**config.mk**
```make
export PLATFORM = sky130hd
export DESIGN_NAME = websocket_frame_deframer_top_flat
export DESIGN_NICKNAME = d
export VERILOG_FILES = /design/src/rtl/wsfd_pkg.sv /design/src/rtl/wsfd_if.sv /design/src/rtl/wsfd_parser.sv /design/src/rtl/wsfd_out_stage.sv /design/src/rtl/websocket_frame_deframer_top.sv /design/src/flat_wrapper.sv
export VERILOG_INCLUDE_DIRS = /design/src /design/src/rtl
export SDC_FILE = /design/constraint.sdc
export NUM_CORES = 1
export LEC_CHECK = 0
export ABC_AREA = 1
export BUFFER_PORTS_ARGS = -buffer_cell sky130_fd_sc_hd__buf_4
export CAP_MARGIN = 20
export CORE_ASPECT_RATIO = 1.4
export CORE_MARGIN = 2
export CORE_UTILIZATION = 38
export CTS_CLUSTER_SIZE = 16
export DETAILED_ROUTE_END_ITERATION = 8
export PLACE_DENSITY = 0.5
export SETUP_SLACK_MARGIN = 0.1
export SLEW_MARGIN = 20
export SYNTH_ARGS = -nofsm -noshare
export SYNTH_HDL_FRONTEND = slang
export SYNTH_SLANG_ARGS = --single-unit
```
**constraint.sdc**
```tcl
create_clock -name clk_i -period 4.3 [get_ports clk_i]
set_input_delay 0 -clock clk_i [delete_from_list [all_inputs] [get_ports clk_i]]
set_output_delay 0 -clock clk_i [all_outputs]
set_load 0.01 [all_outputs]
```
**src/rtl/websocket_frame_deframer_top_macros.svh**
```systemverilog
// assertion macros shared by the websocket deframer rtl
// no dependencies; taken in by the files that carry assertions
`ifndef WEBSOCKET_FRAME_DEFRAMER_TOP_MACROS_SVH
`define WEBSOCKET_FRAME_DEFRAMER_TOP_MACROS_SVH

// same-cycle implication, disabled while reset is asserted
`define WSFD_ASSERT_IMPL(lbl, clk, rstn, ante, cons) \
  lbl: assert property (@(posedge clk) disable iff (!(rstn)) (ante) |-> (cons)) \
    else $error("wsfd assertion failed");

// next-cycle implication, disabled while reset is asserted
`define WSFD_ASSERT_NEXT(lbl, clk, rstn, ante, cons) \
  lbl: assert property (@(posedge clk) disable iff (!(rstn)) (ante) |=> (cons)) \
    else $error("wsfd assertion failed");

`endif

```
**src/rtl/wsfd_pkg.sv**
```systemverilog
// types and constants for the websocket frame deframer
// no dependencies
package wsfd_pkg;

  // header field masks and extended length markers
  localparam logic [7:0] FinMask    = 8'h80;
  localparam logic [7:0] OpMask     = 8'h0F;
  localparam logic [7:0] Len7Mask   = 8'h7F;
  localparam logic [6:0] Len7Ext16  = 7'd126;
  localparam logic [6:0] Len7Ext64  = 7'd127;
  localparam int unsigned LenW      = 64;

  // opcodes with a dispatch of their own
  localparam logic [3:0] OpText   = 4'h1;
  localparam logic [3:0] OpBinary = 4'h2;
  localparam logic [3:0] OpClose  = 4'h8;
  localparam logic [3:0] OpPing   = 4'h9;
  localparam logic [3:0] OpPong   = 4'hA;

  typedef enum logic [2:0] {
    ActText     = 3'd0,
    ActBinary   = 3'd1,
    ActClose    = 3'd2,
    ActSendPong = 3'd3,
    ActPongSeen = 3'd4,
    ActIgnore   = 3'd5
  } action_e;

  // one result item
  typedef struct packed {
    logic [7:0] data_byte;
    logic       has_data;
    logic [3:0] frame_code;
    logic       final_flag;
    logic       end_of_frame;
    action_e    action;
  } res_t;

  // dispatch action for an opcode
  function automatic action_e action_of(logic [3:0] op);
    action_e a;
    unique case (op)
      OpText:   a = ActText;
      OpBinary: a = ActBinary;
      OpClose:  a = ActClose;
      OpPing:   a = ActSendPong;
      OpPong:   a = ActPongSeen;
      default:  a = ActIgnore;
    endcase
    return a;
  endfunction

endpackage

```
**src/rtl/wsfd_if.sv**
```systemverilog
// handshake channels of the websocket frame deframer
// depends on nothing; one interface per channel direction

// stream byte channel
interface wsfd_in_if;
  logic       valid;
  logic       ready;
  logic [7:0] rx_byte;

  modport source (output valid, output rx_byte, input ready);
  modport sink (input valid, input rx_byte, output ready);
endinterface

// result item channel
interface wsfd_out_if;
  logic       valid;
  logic       ready;
  logic [7:0] data_byte;
  logic       has_data;
  logic [3:0] frame_code;
  logic       final_flag;
  logic       end_of_frame;
  logic [2:0] action;

  modport source (output valid, output data_byte, output has_data, output frame_code,
                  output final_flag, output end_of_frame, output action, input ready);
  modport sink (input valid, input data_byte, input has_data, input frame_code,
                input final_flag, input end_of_frame, input action, output ready);
endinterface

```
**src/rtl/wsfd_parser.sv**
```systemverilog
// header parser and payload unmasker, one stream byte per accepted transfer
// depends on wsfd_pkg and the assertion macro header
`include "websocket_frame_deframer_top_macros.svh"

module wsfd_parser (
  input  logic             clk_i,
  input  logic             rst_ni,
  input  logic             acc_i,
  input  logic [7:0]       byte_i,
  output logic             res_valid_o,
  output wsfd_pkg::res_t   res_o
);

  typedef enum logic [2:0] {
    PhHdr1  = 3'd0,
    PhHdr2  = 3'd1,
    PhExt16 = 3'd2,
    PhExt64 = 3'd3,
    PhKey   = 3'd4,
    PhData  = 3'd5
  } phase_e;

  phase_e                      phase_q, phase_d;
  logic [3:0]                  op_q, op_d;
  logic                        fin_q, fin_d;
  logic                        masked_q, masked_d;
  logic [wsfd_pkg::LenW-1:0]   len_q, len_d;
  logic [2:0]                  cnt_q, cnt_d;
  logic [3:0][7:0]             key_q, key_d;
  logic [1:0]                  kidx_q, kidx_d;

  logic                        len_fin, key_fin, hdr_fin;
  logic                        res_v;
  logic [7:0]                  res_data;
  logic                        res_has, res_eof;
  logic [6:0]                  len7;

  assign len7 = 7'(byte_i & wsfd_pkg::Len7Mask);

  // next state for one byte
  always_comb begin
    phase_d  = phase_q;
    op_d     = op_q;
    fin_d    = fin_q;
    masked_d = masked_q;
    len_d    = len_q;
    cnt_d    = cnt_q;
    key_d    = key_q;
    kidx_d   = kidx_q;
    len_fin  = 1'b0;
    key_fin  = 1'b0;
    hdr_fin  = 1'b0;
    res_v    = 1'b0;
    res_data = 8'd0;
    res_has  = 1'b0;
    res_eof  = 1'b0;

    unique case (phase_q)
      PhHdr2: begin
        masked_d = |(byte_i & wsfd_pkg::FinMask);
        cnt_d    = 3'd0;
        if (len7 == wsfd_pkg::Len7Ext16) begin
          len_d   = '0;
          phase_d = PhExt16;
        end else if (len7 == wsfd_pkg::Len7Ext64) begin
          len_d   = '0;
          phase_d = PhExt64;
        end else begin
          len_d   = wsfd_pkg::LenW'(len7);
          len_fin = 1'b1;
        end
      end
      PhExt16, PhExt64: begin
        len_d = {len_q[wsfd_pkg::LenW-9:0], byte_i};
        if ((phase_q == PhExt16 && cnt_q == 3'd1) || (phase_q == PhExt64 && cnt_q == 3'd7)) begin
          len_fin = 1'b1;
        end else begin
          cnt_d = cnt_q + 3'd1;
        end
      end
      PhKey: begin
        key_d[cnt_q[1:0]] = byte_i;
        if (cnt_q[1:0] == 2'd3) begin
          key_fin = 1'b1;
        end else begin
          cnt_d = cnt_q + 3'd1;
        end
      end
      PhData: begin
        // remaining count runs down; last byte when one is left
        res_v    = 1'b1;
        res_has  = 1'b1;
        res_data = masked_q ? (byte_i ^ key_q[kidx_q]) : byte_i;
        res_eof  = (len_q == wsfd_pkg::LenW'(1));
        len_d    = len_q - wsfd_pkg::LenW'(1);
        kidx_d   = kidx_q + 2'd1;
        if (res_eof) begin
          phase_d = PhHdr1;
        end
      end
      default: begin
        // first header byte, also taken for an unused phase code
        fin_d   = |(byte_i & wsfd_pkg::FinMask);
        op_d    = 4'(byte_i & wsfd_pkg::OpMask);
        phase_d = PhHdr2;
      end
    endcase

    // length known: collect the key or close the header
    if (len_fin) begin
      cnt_d = 3'd0;
      if (masked_d) begin
        phase_d = PhKey;
      end else begin
        hdr_fin = 1'b1;
      end
    end
    if (key_fin) begin
      hdr_fin = 1'b1;
    end

    // header done: empty frame gives one data-less item
    if (hdr_fin) begin
      kidx_d = 2'd0;
      if (len_d == '0) begin
        phase_d = PhHdr1;
        res_v   = 1'b1;
        res_eof = 1'b1;
      end else begin
        phase_d = PhData;
      end
    end
  end

  // parser state
  always_ff @(posedge clk_i or negedge rst_ni) begin
    if (!rst_ni) begin
      phase_q  <= PhHdr1;
      op_q     <= 4'd0;
      fin_q    <= 1'b0;
      masked_q <= 1'b0;
      len_q    <= '0;
      cnt_q    <= 3'd0;
      key_q    <= '0;
      kidx_q   <= 2'd0;
    end else if (acc_i) begin
      phase_q  <= phase_d;
      op_q     <= op_d;
      fin_q    <= fin_d;
      masked_q <= masked_d;
      len_q    <= len_d;
      cnt_q    <= cnt_d;
      key_q    <= key_d;
      kidx_q   <= kidx_d;
    end
  end

  // result item, tagged with the current frame
  assign res_valid_o        = acc_i & res_v;
  assign res_o.data_byte    = res_data;
  assign res_o.has_data     = res_has;
  assign res_o.frame_code   = op_q;
  assign res_o.final_flag   = fin_q;
  assign res_o.end_of_frame = res_eof;
  assign res_o.action       = wsfd_pkg::action_of(op_q);

  // checks
  `WSFD_ASSERT_IMPL(a_empty_is_eof, clk_i, rst_ni, res_valid_o && !res_o.has_data, res_o.end_of_frame)
  `WSFD_ASSERT_IMPL(a_data_len_nonzero, clk_i, rst_ni, phase_q == PhData, len_q != '0)
  `WSFD_ASSERT_NEXT(a_eof_to_hdr1, clk_i, rst_ni, res_valid_o && res_o.end_of_frame, phase_q == PhHdr1)

endmodule

```
**src/rtl/wsfd_out_stage.sv**
```systemverilog
// result register between the parser and the output channel
// depends on wsfd_pkg and the assertion macro header
`include "websocket_frame_deframer_top_macros.svh"

module wsfd_out_stage (
  input  logic             clk_i,
  input  logic             rst_ni,
  input  logic             res_valid_i,
  input  wsfd_pkg::res_t   res_i,
  output logic             in_ready_o,
  output logic             out_valid_o,
  input  logic             out_ready_i,
  output wsfd_pkg::res_t   res_o
);

  logic            valid_q, valid_d;
  wsfd_pkg::res_t  res_q;
  logic            acc;

  // a new byte is taken when the register is empty or drains this cycle
  assign in_ready_o = ~valid_q | out_ready_i;
  assign acc        = in_ready_o;

  always_comb begin
    valid_d = valid_q & ~out_ready_i;
    if (res_valid_i) begin
      valid_d = 1'b1;
    end
  end

  // valid flag
  always_ff @(posedge clk_i or negedge rst_ni) begin
    if (!rst_ni) begin
      valid_q <= 1'b0;
    end else begin
      valid_q <= valid_d;
    end
  end

  // payload, loaded only with a fresh item
  always_ff @(posedge clk_i) begin
    if (res_valid_i) begin
      res_q <= res_i;
    end
  end

  assign out_valid_o = valid_q;
  assign res_o       = res_q;

  // checks
  `WSFD_ASSERT_IMPL(a_stall_only_when_full, clk_i, rst_ni, !in_ready_o, out_valid_o)
  `WSFD_ASSERT_NEXT(a_item_lands, clk_i, rst_ni, res_valid_i, out_valid_o)
  `WSFD_ASSERT_IMPL(a_no_overwrite, clk_i, rst_ni, res_valid_i, acc)

endmodule

```
**src/rtl/websocket_frame_deframer_top.sv**
```systemverilog
// websocket frame deframer, receive side: parser plus result register
// depends on wsfd_pkg, wsfd_if, wsfd_parser, wsfd_out_stage
//
//   channel  dir  handshake      payload
//   in_i     in   valid/ready    rx_byte[7:0]
//   res_o    out  valid/ready    data_byte, has_data, frame_code, final_flag,
//                                end_of_frame, action
//
// one byte accepted per cycle while in_i.ready is high; a result appears in the cycle after its byte
// header bytes give no item; an empty frame gives one item without data
// in_i.ready drops only while a held result is not taken (single result register)
// rst_ni clears the parse state to wait for a first header byte

module websocket_frame_deframer_top (
  input  logic         clk_i,
  input  logic         rst_ni,
  wsfd_in_if.sink      in_i,
  wsfd_out_if.source   res_o
);

  logic            acc;
  logic            ready;
  logic            res_valid;
  wsfd_pkg::res_t  res_comb;
  wsfd_pkg::res_t  res_reg;

  assign in_i.ready = ready;
  assign acc        = in_i.valid & ready;

  wsfd_parser u_parser (
    .clk_i       (clk_i),
    .rst_ni      (rst_ni),
    .acc_i       (acc),
    .byte_i      (in_i.rx_byte),
    .res_valid_o (res_valid),
    .res_o       (res_comb)
  );

  wsfd_out_stage u_out (
    .clk_i       (clk_i),
    .rst_ni      (rst_ni),
    .res_valid_i (res_valid),
    .res_i       (res_comb),
    .in_ready_o  (ready),
    .out_valid_o (res_o.valid),
    .out_ready_i (res_o.ready),
    .res_o       (res_reg)
  );

  // output payload
  assign res_o.data_byte    = res_reg.data_byte;
  assign res_o.has_data     = res_reg.has_data;
  assign res_o.frame_code   = res_reg.frame_code;
  assign res_o.final_flag   = res_reg.final_flag;
  assign res_o.end_of_frame = res_reg.end_of_frame;
  assign res_o.action       = 3'(res_reg.action);

endmodule

```
**src/flat_wrapper.sv**
```systemverilog
// flat-port wrapper written by rule: the top's interface ports become plain ports
module websocket_frame_deframer_top_flat 
  (clk_i, rst_ni, in_i_valid, in_i_rx_byte, in_i_ready, res_o_valid, res_o_data_byte, res_o_has_data, res_o_frame_code, res_o_final_flag, res_o_end_of_frame, res_o_action, res_o_ready);
  wsfd_in_if in_i_i ();
  wsfd_out_if res_o_i ();
  input  logic clk_i;
  input  logic rst_ni;
  input wire logic [$bits(in_i_i.valid)-1:0] in_i_valid;
  input wire logic [$bits(in_i_i.rx_byte)-1:0] in_i_rx_byte;
  output wire logic [$bits(in_i_i.ready)-1:0] in_i_ready;
  output wire logic [$bits(res_o_i.valid)-1:0] res_o_valid;
  output wire logic [$bits(res_o_i.data_byte)-1:0] res_o_data_byte;
  output wire logic [$bits(res_o_i.has_data)-1:0] res_o_has_data;
  output wire logic [$bits(res_o_i.frame_code)-1:0] res_o_frame_code;
  output wire logic [$bits(res_o_i.final_flag)-1:0] res_o_final_flag;
  output wire logic [$bits(res_o_i.end_of_frame)-1:0] res_o_end_of_frame;
  output wire logic [$bits(res_o_i.action)-1:0] res_o_action;
  input wire logic [$bits(res_o_i.ready)-1:0] res_o_ready;
  assign in_i_i.valid = in_i_valid;
  assign in_i_i.rx_byte = in_i_rx_byte;
  assign in_i_ready = in_i_i.ready;
  assign res_o_valid = res_o_i.valid;
  assign res_o_data_byte = res_o_i.data_byte;
  assign res_o_has_data = res_o_i.has_data;
  assign res_o_frame_code = res_o_i.frame_code;
  assign res_o_final_flag = res_o_i.final_flag;
  assign res_o_end_of_frame = res_o_i.end_of_frame;
  assign res_o_action = res_o_i.action;
  assign res_o_i.ready = res_o_ready;
  websocket_frame_deframer_top u_core (.clk_i(clk_i), .rst_ni(rst_ni), .in_i(in_i_i), .res_o(res_o_i));
endmodule
```
Word level (Yosys, flattened, before mapping)
Cells that the tools add are included.
Widths: inputs -> output; s select.
{"block": "totals", "register_bits": 129, "latch_bits": 0, "ramBits": 0, "mem_bits_ro": 0, "input_bits": 12, "output_inout_bits": 20, "elab_cells": 105, "mem_count": 0}
{"block": "classes", "n_addsub": 3, "mul": 0, "div_mod_pow": 0, "magnitude_cmp": 3, "eq_ne": 18, "shifts": 0, "mux": 41, "n_bitwise": 8, "n_reduce_logical": 14}
{"cell": "$pmux 64 s3", "count": 1}
{"cell": "$eq 64x1->1 const B", "count": 1}
{"cell": "$logic_not 64->1", "count": 1}
{"cell": "$sub 64x1->64 const B", "count": 1}
{"cell": "$bwmux 32", "count": 1}
{"cell": "$mux 3", "count": 10}
{"cell": "$mux 8", "count": 3}
{"cell": "$pmux 3 s3", "count": 2}
{"cell": "$bmux 8 s2", "count": 1}
{"cell": "$demux 8 s2", "count": 1}
{"cell": "$mux 1", "count": 16}
{"cell": "$pmux 3 s5", "count": 1}
{"cell": "$eq 7x7->1 const B", "count": 2}
{"cell": "$mux 7", "count": 2}
{"cell": "$eq 4x4->1 const B", "count": 3}
{"cell": "$eq 3x3->1 const B", "count": 3}
{"cell": "$xor 8x8->8", "count": 1}
{"cell": "$eq 3x1->1 const B", "count": 2}
{"cell": "$eq 3x2->1 const B", "count": 2}
{"cell": "$lt 2x3->1 const B", "count": 2}
{"cell": "$ne 3x3->1 const B", "count": 2}
{"cell": "$reduce_and 2->1", "count": 3}
{"cell": "$reduce_or 5->1", "count": 1}
{"cell": "$eq 4x1->1 const B", "count": 1}
{"cell": "other kinds (17)", "count": 24}

Logic depth before layout (Yosys ltp)
Gate-level depths: netlist of the first run.
{"block": "logic_depth", "depth_word": 10, "depth_mapped": 19, "mapped_depth_nobuf": 19}

Hierarchy
A second synthesis of the first run with hierarchy kept.
{"block": "hier_totals", "cells_unflattened": 1474, "hier_area_um2": 9288.9}
{"mod": "wsfd_parser", "instances": 1, "cells_per_inst": 1449, "area_per_inst_um2": 8695.8, "seq_area_each_um2": 2752.6}
{"mod": "wsfd_out_stage", "instances": 1, "cells_per_inst": 23, "area_per_inst_um2": 585.6, "seq_area_each_um2": 565.5}
{"mod": "websocket_frame_deframer_top", "instances": 1, "cells_per_inst": 2, "area_per_inst_um2": 7.5, "seq_area_each_um2": 0.0}

Least setup slack after synthesis of the first run
No wires, ideal clock.
{"block": "synth_path", "kind": "register to register", "from": "reg u_core.u_parser.len_q[0] (netlist bit)", "to": "reg u_core.u_out.res_q, in the netlist u_core.u_out.res_o[0] (enable)", "setup_ns": 0.373, "t_arrival_ns": 2.396, "required_time_ns": 3.927, "path_slack_ns": 1.531, "stages_incl_launch_ff": 19, "n_path_buf": 0, "synth_period_minus_slack_ns": 2.769, "cell_sequence": "dfrtp_1 inv_1 ha_1 nand2_2 nor2_4 nand2_1 nor2_4 nand3_1 nand3_1 nand2_1 nor2_1 nand2_1 nor2_1 nand2_1 nor2_1 nand2_1 nand2_2 nand3_2 inv_1"}
{"block": "synth_between", "elab_chain_cells": 6}
{"element": "start, declared", "line": "wsfd_parser.sv:27", "text": "logic [wsfd_pkg::LenW-1:0] len_q, len_d;"}
{"element": "start signal, assigned", "line": "wsfd_parser.sv:151", "text": "len_q <= len_d;"}
{"element": "$sub 64x1->64", "line": "wsfd_parser.sv:95", "text": "len_d = len_q - wsfd_pkg::LenW'(1);"}
{"element": "$pmux 64 s3 (*)", "line": "wsfd_parser.sv:58", "text": "unique case (phase_q)"}
{"element": "$logic_not 64->1 (*)", "line": "wsfd_parser.sv:125", "text": "if (len_d == '0) begin"}
{"element": "$mux 1 (*)", "line": "wsfd_parser.sv:125"}
{"element": "$mux 1 (*)", "line": "wsfd_parser.sv:123", "text": "if (hdr_fin) begin"}
{"element": "$and 1x1->1 (*)", "line": "wsfd_parser.sv:159", "text": "assign res_valid_o = acc_i & res_v;"}
{"element": "via u_core.res_valid", "line": "websocket_frame_deframer_top.sv:23", "text": "logic res_valid;"}
{"element": "end signal, assigned", "line": "wsfd_out_stage.sv:43", "text": "res_q <= res_i;"}
{"element": "end, declared", "line": "wsfd_out_stage.sv:17", "text": "wsfd_pkg::res_t res_q;"}
The timed path passes the listed nets; every way through them passes the cells marked *.
A chain may end at the register's enable or synchronous reset.

Worst setup path in the final report of the first run
{"block": "layout_path", "from": "reg u_core.u_parser.phase_q[2]", "to": "reg u_core.u_out.res_q, in the netlist u_core.u_out.res_o[7] (enable)"}
{"block": "layout_between", "elab_chain_cells": 9, "word_cells_on_any_way": 22, "classes_between": "eq/ne (5); mux (11); bitwise (1); reduce/logical (5)"}
{"element": "start, declared", "line": "wsfd_parser.sv:23", "text": "phase_e phase_q, phase_d;"}
{"element": "start signal, assigned", "line": "wsfd_parser.sv:138", "text": "phase_q <= PhHdr1;"}
{"element": "start signal, assigned", "line": "wsfd_parser.sv:147", "text": "phase_q <= phase_d;"}
{"element": "parallel branches: the longest is 7 deep, another holds $pmux 64 s3"}
{"element": "$mux 1 (*)", "line": "wsfd_parser.sv:123"}
{"element": "$and 1x1->1 (*)", "line": "wsfd_parser.sv:159"}
{"element": "via u_core.res_valid", "line": "websocket_frame_deframer_top.sv:23"}
Mark *: on every way through the listed nets, which the timed path passes.

==> metrics.md, run 1 <==
| Metric | Value |
|---|---|
| Netlist cell types | `38` |
| Layout Skew | `0.00911 ns` |
| Layout fillers | `2,387` |
| WP data arrival | `3.90 ns` |
| DRT iter0 DRCs | `603` |
| Initial Utilization | `0.385` |
| Clock Path Buffers | `2` |
| Total GRT Usage | `0.263` |
| Fin crit share | `0.878` |
| Cell mode on critical path | `nand2_1` |
| Chip Height | `182 um` |
| Core ar. | `22,400 um^2` |
| Antenna violations before repair | `0` |
| DP HPWL | `22,600 um` |
| Commonest non-fill, non-tap cell in the layout | `nand2_1` |
| Yosys reg bits | `129` |
| RSZ-0062 raised after global routing | `false` |
| Area growth syn-to-layout | `14.5%` |
| Clk root buf | `clkbuf_16` |
| Setup bufs post-CTS | `0` |
| Cts hold-fix bufs | `9` |
| Vias in the first global route | `8,691` |
| Final setup viols | `0` |
| Commonest non-fill, non-tap cells in the layout | `nand2_1, nor2_1, o21ai_0` |
| Syn Nets | `1,339` |
| Port buffer count | `31` |
| Post-Layout Cell Count | `1,662` |
| Max-capacitance violation count | `0` |
| Final Hold Viols | `0` |
| Largest net degree at the start of global routing | `69` |
| Die footprint | `23,900 um^2` |
| I/O Pins | `32` |
| Syn Area/Cell | `6.52 um^2` |
| Clock-pin slew on the worst setup and hold paths | `0.06 ns` |
| First-pass GRT wire length | `48,100 um` |
| Vias | `8,834` |
| CP peak stage delay | `0.72 ns` |
| Crit start category | `flop` |
| Slew Limit Headroom | `0.305` |
| Design area | `9850 um^2` |
| Final wirelength | `30,600 um` |
| GR Overflow Total | `0` |
| CTS tree | `done` |
| Vias/cell | `5.32` |
| Hold Crit Class | `input port to flop` |
| Layout cells sized above 1 | `0.0749` |
| Row count | `65` |
| Synth top area share | `0.323` |
| Post-CTS sizing | `0` |
| Ys Warns | `0` |
| Worst setup EP type | `flop` |
| RePlAce Congestion | `0.925` |
| Routed Antenna Nets | `0` |
| TNS Setup | `0 ns` |
| Critical path class | `flop to flop` |
| Critical Path Fanout Max | `57` |
| Worst path required time | `4.42 ns` |
| Post-layout minimum cycle time | `3.77 ns` |
| Synth top area cells | `dfrtp_1, nand2_1, nor2_1, o21ai_0, nand3_1` |
| Clock buffer count from CTS | `17` |
| Outcome | `finished, final reports clean` |
| H-tree Lvls | `4` |
| CTS Sinks | `129` |
| Fmax achieved | `265 MHz` |
| Clock Latency Late Sink | `0.44 ns` |
| Syn Std Cell Area | `8610 um^2` |
| Gate Count Post-Synth | `1,320` |
| Sequential element share of the synthesized area | `0.386` |
| CP max stage cell | `clkinv_2` |
| Final Max Slew Viols | `0` |
| First drt pass iteration count | `6` |
| ANT cells | `0` |
| Wire per inst | `18.4 um` |
| Synth area leader | `dfrtp_1` |
| Placed Instance Area | `9130 um^2` |
| Crit path cell chain | `nor2_8, inv_4, nand2_4, clkinv_2, a22oi_1, nand2_1, nor2_1, nand2_1, nor2_1, nand2_1, nor2_1, nand2_1, nand2_2, nand3_2, inv_1, buf_4` |
| Drt drc | `0` |
| Slew @ Worst Pin | `1.04 ns` |
| NumNets Final | `1,367` |
| Dpl cells | `1,621` |
| Worst hold slack | `0.0231 ns` |
| Die Wd | `131 um` |
[per-layer routing]
metal | part of all wire | GRT usage
met1 | 0.38 | 0.279
met2 | 0.53 | 0.496
met3 | 0.032 | 0.0358
met4 | 0.059 | 0.157
met5 | 0 | 0
[critical path: cells and delay by family (launching register included)]
| kind | cells | cell delay (ns) |
|---|---|---|
| compound gates | 1 | 0.41 |
| buf+inv | 4 | 1.13 |
| flops | 1 | 0.49 |
| simple gates | 11 | 1.40 |
[layout make-up]
type / count / area, um^2 / area share
clock buffers: 18 / 450 / 0.0457
well taps: 301 / 377 / 0.0382
inverters: 117 / 444 / 0.0451
flip-flops and latches: 129 / 3320 / 0.337
repair buffers: 51 / 418 / 0.0424
multi-input cells: 1032 / 4660 / 0.473
clock inverters: 14 / 185 / 0.0188
[synthesized netlist by cell type]
| cell type | number |
|---|---|
| nor2_2 | 6 |
| nor2_4 | 8 |
| nand2_2 | 5 |
| dfrtp_1 | 111 |
| o21bai_1 | 1 |
| nor2_1 | 224 |
| buf_6 | 2 |
| nor3_1 | 7 |
| inv_4 | 1 |
| o31ai_1 | 1 |
| buf_4 | 1 |
| nand4_1 | 5 |
| buf_1 | 5 |
| nand3_1 | 111 |
| nand3_2 | 1 |
| edfxtp_1 | 18 |
| a311oi_1 | 1 |
| inv_1 | 112 |
| nand2_4 | 1 |
| nor4_1 | 1 |
| o221ai_1 | 1 |
| o21ai_0 | 157 |
| a22oi_1 | 33 |
| or2_2 | 1 |
| a21oi_1 | 34 |
| o22a_1 | 1 |
| ha_1 | 7 |
| inv_2 | 4 |
| o21ai_1 | 2 |
| o211ai_1 | 3 |
| buf_2 | 7 |
| nor3_2 | 1 |
| clkbuf_1 | 27 |
| a31oi_1 | 1 |
| and2_1 | 4 |
| nor2_8 | 1 |
| o22ai_1 | 10 |
| nand2_1 | 404 |
[stage by stage]
| step | setup slack (ns) | util |
|---|---|---|
| 2_1_floorplan | 1.53 | - |
| 3_3_place_gp | 0.662 | 0.408 |
| 3_5_place_dp | 0.711 | 0.408 |
| 4_1_cts | 0.690 | 0.441 |
| 5_1_grt | 0.288 | 0.441 |
| 6_report | 0.526 | 0.441 |
[worst paths after layout]
check,start,slack (ns),depth (start not counted),endpoint
setup / recovery,u_core.u_parser.phase_q[2]$_DFFE_PN0P_,0.53,16,u_core.u_out.res_o[7]$_DFFE_PP_
hold / removal,in_i_rx_byte[1],0.02,5,u_core.u_parser.len_q[1]$_DFFE_PN0P_
setup reg to reg,u_core.u_parser.phase_q[2]$_DFFE_PN0P_,0.53,16,u_core.u_out.res_o[7]$_DFFE_PP_
hold reg to reg,u_core.u_parser.fin_q$_DFFE_PN0P_,0.45,0,u_core.u_out.res_o[4]$_DFFE_PP_
max in group asynchronous,rst_ni,3.12,3,u_core.u_parser.len_q[25]$_DFFE_PN0P_
min in group asynchronous,rst_ni,0.20,2,u_core.u_parser.op_q[2]$_DFFE_PN0P_
[state kept, by name (all words and copies together) (netlist names)]
register	cells
u_core.u_parser.len_q	64
u_core.u_parser.key_q	32
u_core.u_out.res_o	18
u_core.u_parser.op_q	4
u_core.u_parser.cnt_q	3
u_core.u_parser.phase_q	3
u_core.u_parser.kidx_q	2
u_core.u_out.out_valid_o	1
u_core.u_parser.fin_q	1
u_core.u_parser.masked_q	1
[cells by family (layout without fill, tap and decap cells)]
logic type | after synthesis | after routing | share of synthesized area
DFF | 129 | 129 | 0.386
buffers and inverters | 159 | 200 | 0.0728
AOI/OAI and AO/OA | 245 | 245 | 0.156
adders and majority gates | 7 | 7 | 0.0102
and+or+nand+nor | 780 | 780 | 0.375
Power of run 1 is left out: the tool's default activity adds up to more than one toggle a clock period on the data nets, which glitch-free logic cannot reach.
==> inputs of run 2 (changes only) <==
--- a/config.mk
+++ b/config.mk
@@ -6,7 +6,6 @@
 export SDC_FILE = /design/constraint.sdc
 export NUM_CORES = 1
 export LEC_CHECK = 0
-export ABC_AREA = 1
 export BUFFER_PORTS_ARGS = -buffer_cell sky130_fd_sc_hd__buf_4
 export CAP_MARGIN = 20
 export CORE_ASPECT_RATIO = 1.4
==> run 2 against run 1 <==
Compared with the run above:
- global-route usage rose by 5.3 points
- hold slack lost 0.016 ns
- final area increased by 15%
- critical path depth decreased by 7
- cell count fell by 8.7%
- die area is 6.2% higher
- flip-flop and latch count is the same
- critical path type unchanged
- highest routed layer unchanged
==> metrics.md, run 2 <==
| Metric | Value |
|---|---|
| Post-layout minimum cycle time | `4.09 ns (+0.315 ns)` |
| CTS Sinks | `129 (unchanged)` |
| Dpl cells | `1,474 (-9.1%)` |
| Delay-heaviest family, CP | `simple AND/OR/NAND/NOR gates` |
| Biggest register | `u_core.u_parser.len_q` |
| Met3 routed WL | `2360 um (+140%)` |
| Cell-internal power | `4.41 mW` |
| Drt drc | `0 (unchanged)` |
| Commonest non-fill, non-tap cell in the layout | `buf_4` |
| Chip Height | `188 um (+3.1%)` |
| Max reg flops | `64 (unchanged)` |
| Uppermost layer routed | `met4` |
| Comb power frac | `0.574` |
| Row count | `67 (+3.1%)` |
| TNS Setup | `0 ns (unchanged)` |
| First-pass GRT wire length | `59,600 um (+24%)` |
| Post-Layout Cell Count | `1,518 (-8.7%)` |
| Synth area leader | `dfrtp_1` |
| Fmax achieved | `245 MHz (-7.7%)` |
| Yosys reg bits | `129 (unchanged)` |
| RSZ-0062 raised after global routing | `false` |
| Sw power | `4.01 mW` |
| Wire per inst | `26.0 um (+41%)` |
| CTS tree | `done` |
| Synth top area share | `0.303 (-0.0194)` |
| Leakage power total | `4.57 nW` |
| Antenna violations before repair | `0 (unchanged)` |
| Worst vdd ir | `0.342 mV` |
| DP HPWL | `29,000 um (+29%)` |
| NumNets Final | `1,214 (-11%)` |
| Cell Pwr Density | `745 nW/um^2` |
| Initial Utilization | `0.385 (about the same)` |
| Gate Count Post-Synth | `1,096 (-17%)` |
| Vias | `9,668 (+9.4%)` |
| Syn Nets | `1,115 (-17%)` |
| Cell mode on critical path | `or4_4` |
| Synth top area cells | `dfrtp_1, nand2_1, edfxtp_1, mux2_2, o21ai_0` |
| Final Hold Viols | `0 (unchanged)` |
| Critical Path Fanout Max | `14 (-75%)` |
| DRT iter0 DRCs | `884 (+47%)` |
| Vias/cell | `6.37 (+20%)` |
| WP buf/inv | `1 (-3)` |
| CP peak stage delay | `0.60 ns (-0.12 ns)` |
| Final setup viols | `0 (unchanged)` |
| Post-synth top flop | `dfrtp_1` |
| Fin crit share | `0.951 (+0.0732)` |
| CP max stage cell | `or4_4` |
| Power share of the sequential group | `0.263` |
| Final wirelength | `39,500 um (+29%)` |
| Largest net degree at the start of global routing | `55 (-20%)` |
| H-tree Lvls | `4 (unchanged)` |
| Die Wd | `135 um (+3.1%)` |
| First drt pass iteration count | `5 (-1)` |
| Placed Instance Area | `10,500 um^2 (+15%)` |
| Ys Warns | `0 (unchanged)` |
| Switching share of total power | `0.476` |
| GR Overflow Total | `0 (unchanged)` |
| CP Launch Point | `u_core.u_parser.len_q[12]$_DFFE_PN0P_` |
| WP data arrival | `4.24 ns (+0.34 ns)` |
| Worst setup EP type | `flop` |
| Hold Crit Class | `input port to asynchronous set/reset pin` |
| Layout cells sized above 1 | `0.259 (+0.184)` |
| Crit path cell chain | `or4_4, or4_4, or4b_4, a311o_1, or4_4, nor4_4, a21oi_2, nor2_4, buf_12` |
| Post-synth EDFFs | `18 (unchanged)` |
| Max-capacitance violation count | `0 (unchanged)` |
| Routed Antenna Nets | `0 (unchanged)` |
| Port buffer count | `31 (unchanged)` |
| Area growth syn-to-layout | `23.3%` |
| Final Max Slew Viols | `0 (unchanged)` |
| Slew @ Worst Pin | `0.998 ns (-0.0394 ns)` |
| Most common cell in the netlist | `nand2_1` |
| Syn Std Cell Area | `9160 um^2 (+6.4%)` |
| Crit start category | `flop` |
| I/O Pins | `32 (unchanged)` |
| Post-route met1 wirelength | `15,000 um (+28%)` |
| Met2 Wirelength | `19,000 um (+18%)` |
| CP Depth | `9 (-7)` |
| Worst path required time | `4.45 ns (+0.03 ns)` |
| Outcome | `finished, final reports clean` |
| Reg2reg start | `u_core.u_parser.len_q[12]$_DFFE_PN0P_` |
| Slew Limit Headroom | `0.333 (+0.0276)` |
| Worst-case reg-to-reg path depth | `9 (-7)` |
| RePlAce Congestion | `0.998 (+7.8%)` |
| Clock Latency Late Sink | `0.44 ns (about the same)` |
| Clock-pin slew on the worst setup and hold paths | `0.06 ns (about the same)` |
| Clk root buf | `clkbuf_16` |
| Die footprint | `25,400 um^2 (+6.2%)` |
| Vias in the first global route | `9,582 (+10%)` |
| Core ar. | `23,800 um^2 (+6.5%)` |
| Design area | `11,300 um^2 (+15%)` |
| Critical path class | `flop to flop` |
| Total GRT Usage | `0.317 (+0.0534)` |
| ANT cells | `0 (unchanged)` |
| Clock buffer count from CTS | `17 (unchanged)` |
| Commonest non-fill, non-tap cells in the layout | `buf_4, nand2_1, dfrtp_1, o21ai_0, nor2_1` |
| Layout Skew | `0.0116 ns (+0.00248 ns)` |
| Clock power frac | `0.163` |
| Clock Path Buffers | `2 (unchanged)` |
| Netlist cell types | `75 (+97%)` |
| Synth cell count leaders | `nand2_1, dfrtp_1, clkbuf_1` |
| Syn Area/Cell | `8.36 um^2 (+28%)` |
| Sequential element share of the synthesized area | `0.362 (-0.0232)` |
| Post-synthesis async set-or-reset flop share | `0.860 (unchanged)` |
run 2: cell families after synthesis:
kind of cell | Yosys count | share of synthesized area
DFF | 129 | 0.362
buffers and inverters | 128 | 0.0559
and+or+nand+nor | 482 | 0.277
adders and majority gates | 7 | 0.00956
xor gates and xnor gates | 18 | 0.0172
muxes | 71 | 0.0947
AOI/OAI and AO/OA | 261 | 0.183
run 2: metal layers:
layer	vias up	GRT usage
met5	-	0
met1	4720	0.377
li1	4310	-
met3	157	0.0503
met4	0	0.224
met2	481	0.517
run 2: area by class of cell:
type | count | area [um^2]
fillers | 2401 | 12500
multi-input cells | 839 | 5460
flip-flops and latches | 129 | 3320
repair buffers | 190 | 1530
clock buffers | 18 | 429
well taps | 310 | 388
clock inverters | 14 | 108
inverters | 18 | 67.6
run 2: power groups by stage:
stage               combinational [mW]  sequential, mW  clock, mW
floorplan                         2.85            1.97          0
global placement                  4.63            2.21          0
detailed placement                4.61            2.21          0
CTS                               4.65            2.20       1.40
global route                      5.11            2.27       1.45
finish                            4.83            2.21       1.37
run 2: final timing paths:
path / to / slack, ns
hold / removal: u_core.u_parser.len_q[19]$_DFFE_PN0P_ / 0.007
hold reg to reg: u_core.u_out.res_o[4]$_DFFE_PP_ / 0.45
setup reg to reg: u_core.u_out.res_o[4]$_DFFE_PP_ / 0.21
max in group asynchronous: u_core.u_parser.phase_q[2]$_DFFE_PN0P_ / 3.22
min in group clk_i: u_core.u_parser.key_q[0]$_DFFE_PN0P_ / 0.04
setup / recovery: u_core.u_out.res_o[4]$_DFFE_PP_ / 0.21
run 2: stage by stage:
stage	setup slack (ns)	power (mW)	hold WS [ns]	utilization
floorplan	0.133	4.83	-0.296	-
global placement	0.0391	6.85	-0.0890	0.443
detailed placement	0.0164	6.82	-0.0894	0.443
CTS	0.119	8.25	0.00313	0.471
global route	0.0759	8.84	0.0291	0.474
finish	0.211	8.42	0.00703	0.474
run 2: repair_timing:
item	in CTS	in global routing
endpoints found under the hold margin	96	0
hold buffers	10	0
setup buffers	0	2
gates resized for setup	6	15
endpoints found under the setup margin	18	20
pin swaps	1	7
(Power assumes the default switching activity.)
==> inputs of run 3 (changes only) <==
--- a/config.mk
+++ b/config.mk
@@ -13,6 +13,7 @@
 export CORE_UTILIZATION = 38
 export CTS_CLUSTER_SIZE = 16
 export DETAILED_ROUTE_END_ITERATION = 8
+export GPL_TIMING_DRIVEN = 0
 export PLACE_DENSITY = 0.5
 export SETUP_SLACK_MARGIN = 0.1
 export SLEW_MARGIN = 20
==> run 3 against run 2 <==
Compared with the run above:
- the flow now finishes with violations (negative setup slack)
- final area increased by 1.7%
- core utilization increased by 0.79 points
- largest cell class unchanged
- hold slack improved by 0.033 ns
- die area unchanged
- first-iteration DRC count increased by 30%
- clock skew increased by 0.0023 ns
- non-clock buffer count increased by 1
==> metrics.md, run 3 (synthesis results as in run 2) <==
| Metric | Value |
|---|---|
| Final wirelength | `46,300 um (+17%)` |
| Slew Limit Headroom | `0.200 (-0.132)` |
| Area growth syn-to-layout | `25.4%` |
| Initial Utilization | `0.385 (unchanged)` |
| Fin crit share | `1.02 (+0.0649)` |
| Routed Antenna Nets | `0 (unchanged)` |
| Multi-input gate area | `5860 um^2 (+7.4%)` |
| Outcome | `finished, violations left` |
| First drt pass iteration count | `6 (+1)` |
| Clk root buf | `clkbuf_16` |
| Die footprint | `25,400 um^2 (unchanged)` |
| Crit path cell chain | `clkbuf_4, nand3b_1, clkbuf_4, clkbuf_4, clkbuf_4, o21ai_0, a21oi_1, nand2_1, nor4_2, nand4_1, nor4_4, buf_4, a21oi_4, nor2_4, buf_6, buf_12` |
| Switching share of total power | `0.496 (+0.0200)` |
| Chip Height | `188 um (unchanged)` |
| CTS tree | `done` |
| CTS Sinks | `129 (unchanged)` |
| Worst setup EP type | `flop` |
| Row count | `67 (unchanged)` |
| Post-layout minimum cycle time | `4.37 ns (+0.279 ns)` |
| Sw power | `4.50 mW (+12%)` |
| Clock power frac | `0.173 (+0.010)` |
| Critical path class | `flop to flop` |
| Dpl cells | `1,432 (-2.8%)` |
| RePlAce Congestion | `1.05 (+4.8%)` |
| Commonest non-fill, non-tap cell in the layout | `nand2_1` |
| Post-Layout Cell Count | `1,519 (+0.066%)` |
| Hold Crit Class | `input port to asynchronous set/reset pin` |
| DRT iter0 DRCs | `1,149 (+30%)` |
| Power share of the sequential group | `0.241 (-0.022)` |
| NumNets Final | `1,215 (+0.082%)` |
| Worst path required time | `4.45 ns (about the same)` |
| CP max stage cell | `nor4_2` |
| Cell-internal power | `4.56 mW (+3.5%)` |
| Critical Path Fanout Max | `10 (-4)` |
| Biggest register | `u_core.u_parser.len_q` |
| Antenna violations before repair | `1 (+1)` |
| Layout fillers | `2,417 (+0.67%)` |
| Fmax achieved | `229 MHz (-6.4%)` |
| Total GRT Usage | `0.370 (+0.0535)` |
| Wire per inst | `30.5 um (+17%)` |
| Port buffer count | `25 (-19%)` |
| Slack of the critical path | `-0.0683 ns (-0.279 ns)` |
| Die Wd | `135 um (unchanged)` |
| H-tree Lvls | `4 (unchanged)` |
| Clock buffer count from CTS | `17 (unchanged)` |
| DP HPWL | `33,500 um (+15%)` |
| Vias in the first global route | `10.0k (+4.5%)` |
| Commonest non-fill, non-tap cells in the layout | `nand2_1, dfrtp_1, buf_4, o21ai_0, nor2_1` |
| Max-capacitance violation count | `0 (unchanged)` |
| Failing checks | `negative setup slack` |
| WP data arrival | `4.52 ns (+0.28 ns)` |
| Largest net degree at the start of global routing | `67 (+22%)` |
| Leakage power total | `4.45 nW (-2.8%)` |
| Design area | `11,500 um^2 (+1.7%)` |
| Worst hold slack | `0.0397 ns (+0.0327 ns)` |
| Final Hold Viols | `0 (unchanged)` |
| First-pass GRT wire length | `67,800 um (+14%)` |
| CP peak stage delay | `0.39 ns (-0.21 ns)` |
| Cell mode on critical path | `clkbuf_4` |
| Vias | `10.2k (+5.1%)` |
| Core ar. | `23,800 um^2 (unchanged)` |
| Layout Skew | `0.0139 ns (+0.00233 ns)` |
| Clock Path Buffers | `2 (unchanged)` |
| Crit start category | `flop` |
| Reg area | `3330 um^2 (+0.23%)` |
| Final Max Slew Viols | `0 (unchanged)` |
| Final setup viols | `11 (+11)` |
| Cell Pwr Density | `789 nW/um^2 (+5.8%)` |
| Layout cells sized above 1 | `0.251 (-0.00766)` |
| GR Overflow Total | `0 (unchanged)` |
| Clock-pin slew on the worst setup and hold paths | `0.06 ns (about the same)` |
| Worst vdd ir | `0.364 mV (+6.3%)` |
| Drt drc | `0 (unchanged)` |
| ANT cells | `0 (unchanged)` |
| Slew @ Worst Pin | `1.18 ns (+0.187 ns)` |
| Vias/cell | `6.69 (+5.0%)` |
| RSZ-0062 raised after global routing | `true` |
| Placed Instance Area | `9780 um^2 (-7.2%)` |
| Max reg flops | `64 (unchanged)` |
| PnR Total Power | `9.06 mW (+7.6%)` |
| I/O Pins | `32 (unchanged)` |
| Clock Latency Late Sink | `0.44 ns (about the same)` |
| Comb power frac | `0.586 (+0.012)` |
-- run 3: cell count changes in the layout (fill, tap and decap cells not counted), moves of 10 or more --
cell,change
buf_1,+10
buf_4,-90
clkbuf_1,+57
clkbuf_2,+14
nor4_1,-19
nor4_2,+10
-- run 3: worst paths after layout --
| check | startpoint | endpoint | slack, ns | cells after the start |
|---|---|---|---|---|
| worst max-delay path | u_core.u_parser.phase_q[1]$_DFFE_PN0P_ | u_core.u_out.res_o[4]$_DFFE_PP_ | -0.07 | 16 |
| min in group clk_i | in_i_rx_byte[0] | u_core.u_parser.key_q[8]$_DFFE_PN0P_ | 0.08 | 3 |
| worst max register to register | u_core.u_parser.phase_q[1]$_DFFE_PN0P_ | u_core.u_out.res_o[4]$_DFFE_PP_ | -0.07 | 16 |
| worst min register to register | u_core.u_parser.fin_q$_DFFE_PN0P_ | u_core.u_out.res_o[4]$_DFFE_PP_ | 0.47 | 0 |
| worst min-delay path | rst_ni | u_core.u_parser.len_q[19]$_DFFE_PN0P_ | 0.04 | 2 |
| max in group asynchronous | rst_ni | u_core.u_parser.phase_q[1]$_DFFE_PN0P_ | 3.52 | 3 |
-- run 3: repair_timing --
action                     4_1_cts  5_1_grt
setup buffers                   42       18
hold buffers                     4        0
hold endpoints to repair       116        0
resized for setup              113       44
pin swaps                       29       22
gates cloned                     1        0
setup endpoints to repair       38       19
-- run 3: power groups by stage --
stage	logic, mW	clock network [mW]	registers (mW)
final	5.30	1.57	2.18
after global routing	5.56	1.63	2.23
after CTS	4.94	1.58	2.15
after detailed placement	4.41	0	2.09
after global placement	4.42	0	2.08
after floorplan	2.85	0	1.97
-- run 3: stage by stage --
stage / setup WS (ns) / setup TNS, ns / utilization
floorplan: 0.133 / 0 / -
global placement: -1.96 / -47.71 / 0.409
detailed placement: -1.83 / -43.21 / 0.411
CTS: 0.0293 / 0 / 0.474
global route: -0.0509 / -0.511 / 0.482
finish: -0.0683 / -0.724 / 0.482
-- run 3: per-layer routing --
metal / track usage / vias up / routed length, um
met2: 0.597 / 646 / 21600
met4: 0.296 / 2 / 4510
li1: - / 4331 / -
met5: 0 / - / 13
met3: 0.0733 / 244 / 3600
met1: 0.423 / 4937 / 16600
-- run 3: area by class of cell --
class / instances / area share
Multi-Input combinational cell: 839 / 0.510
Sequential cell: 129 / 0.290
Timing Repair Buffer: 90 / 0.0643
Buffer: 101 / 0.0429
Clock buffer: 18 / 0.0374
Tap cell: 310 / 0.0338
Clock inverter: 14 / 0.0156
Inverter: 18 / 0.00610
-- run 3: critical path: cells and delay by family (launching register included) --
kind            cells  cell delay (ns)
simple gates        6             1.41
flops               1             0.38
buf+inv             7             1.73
compound gates      3             0.54
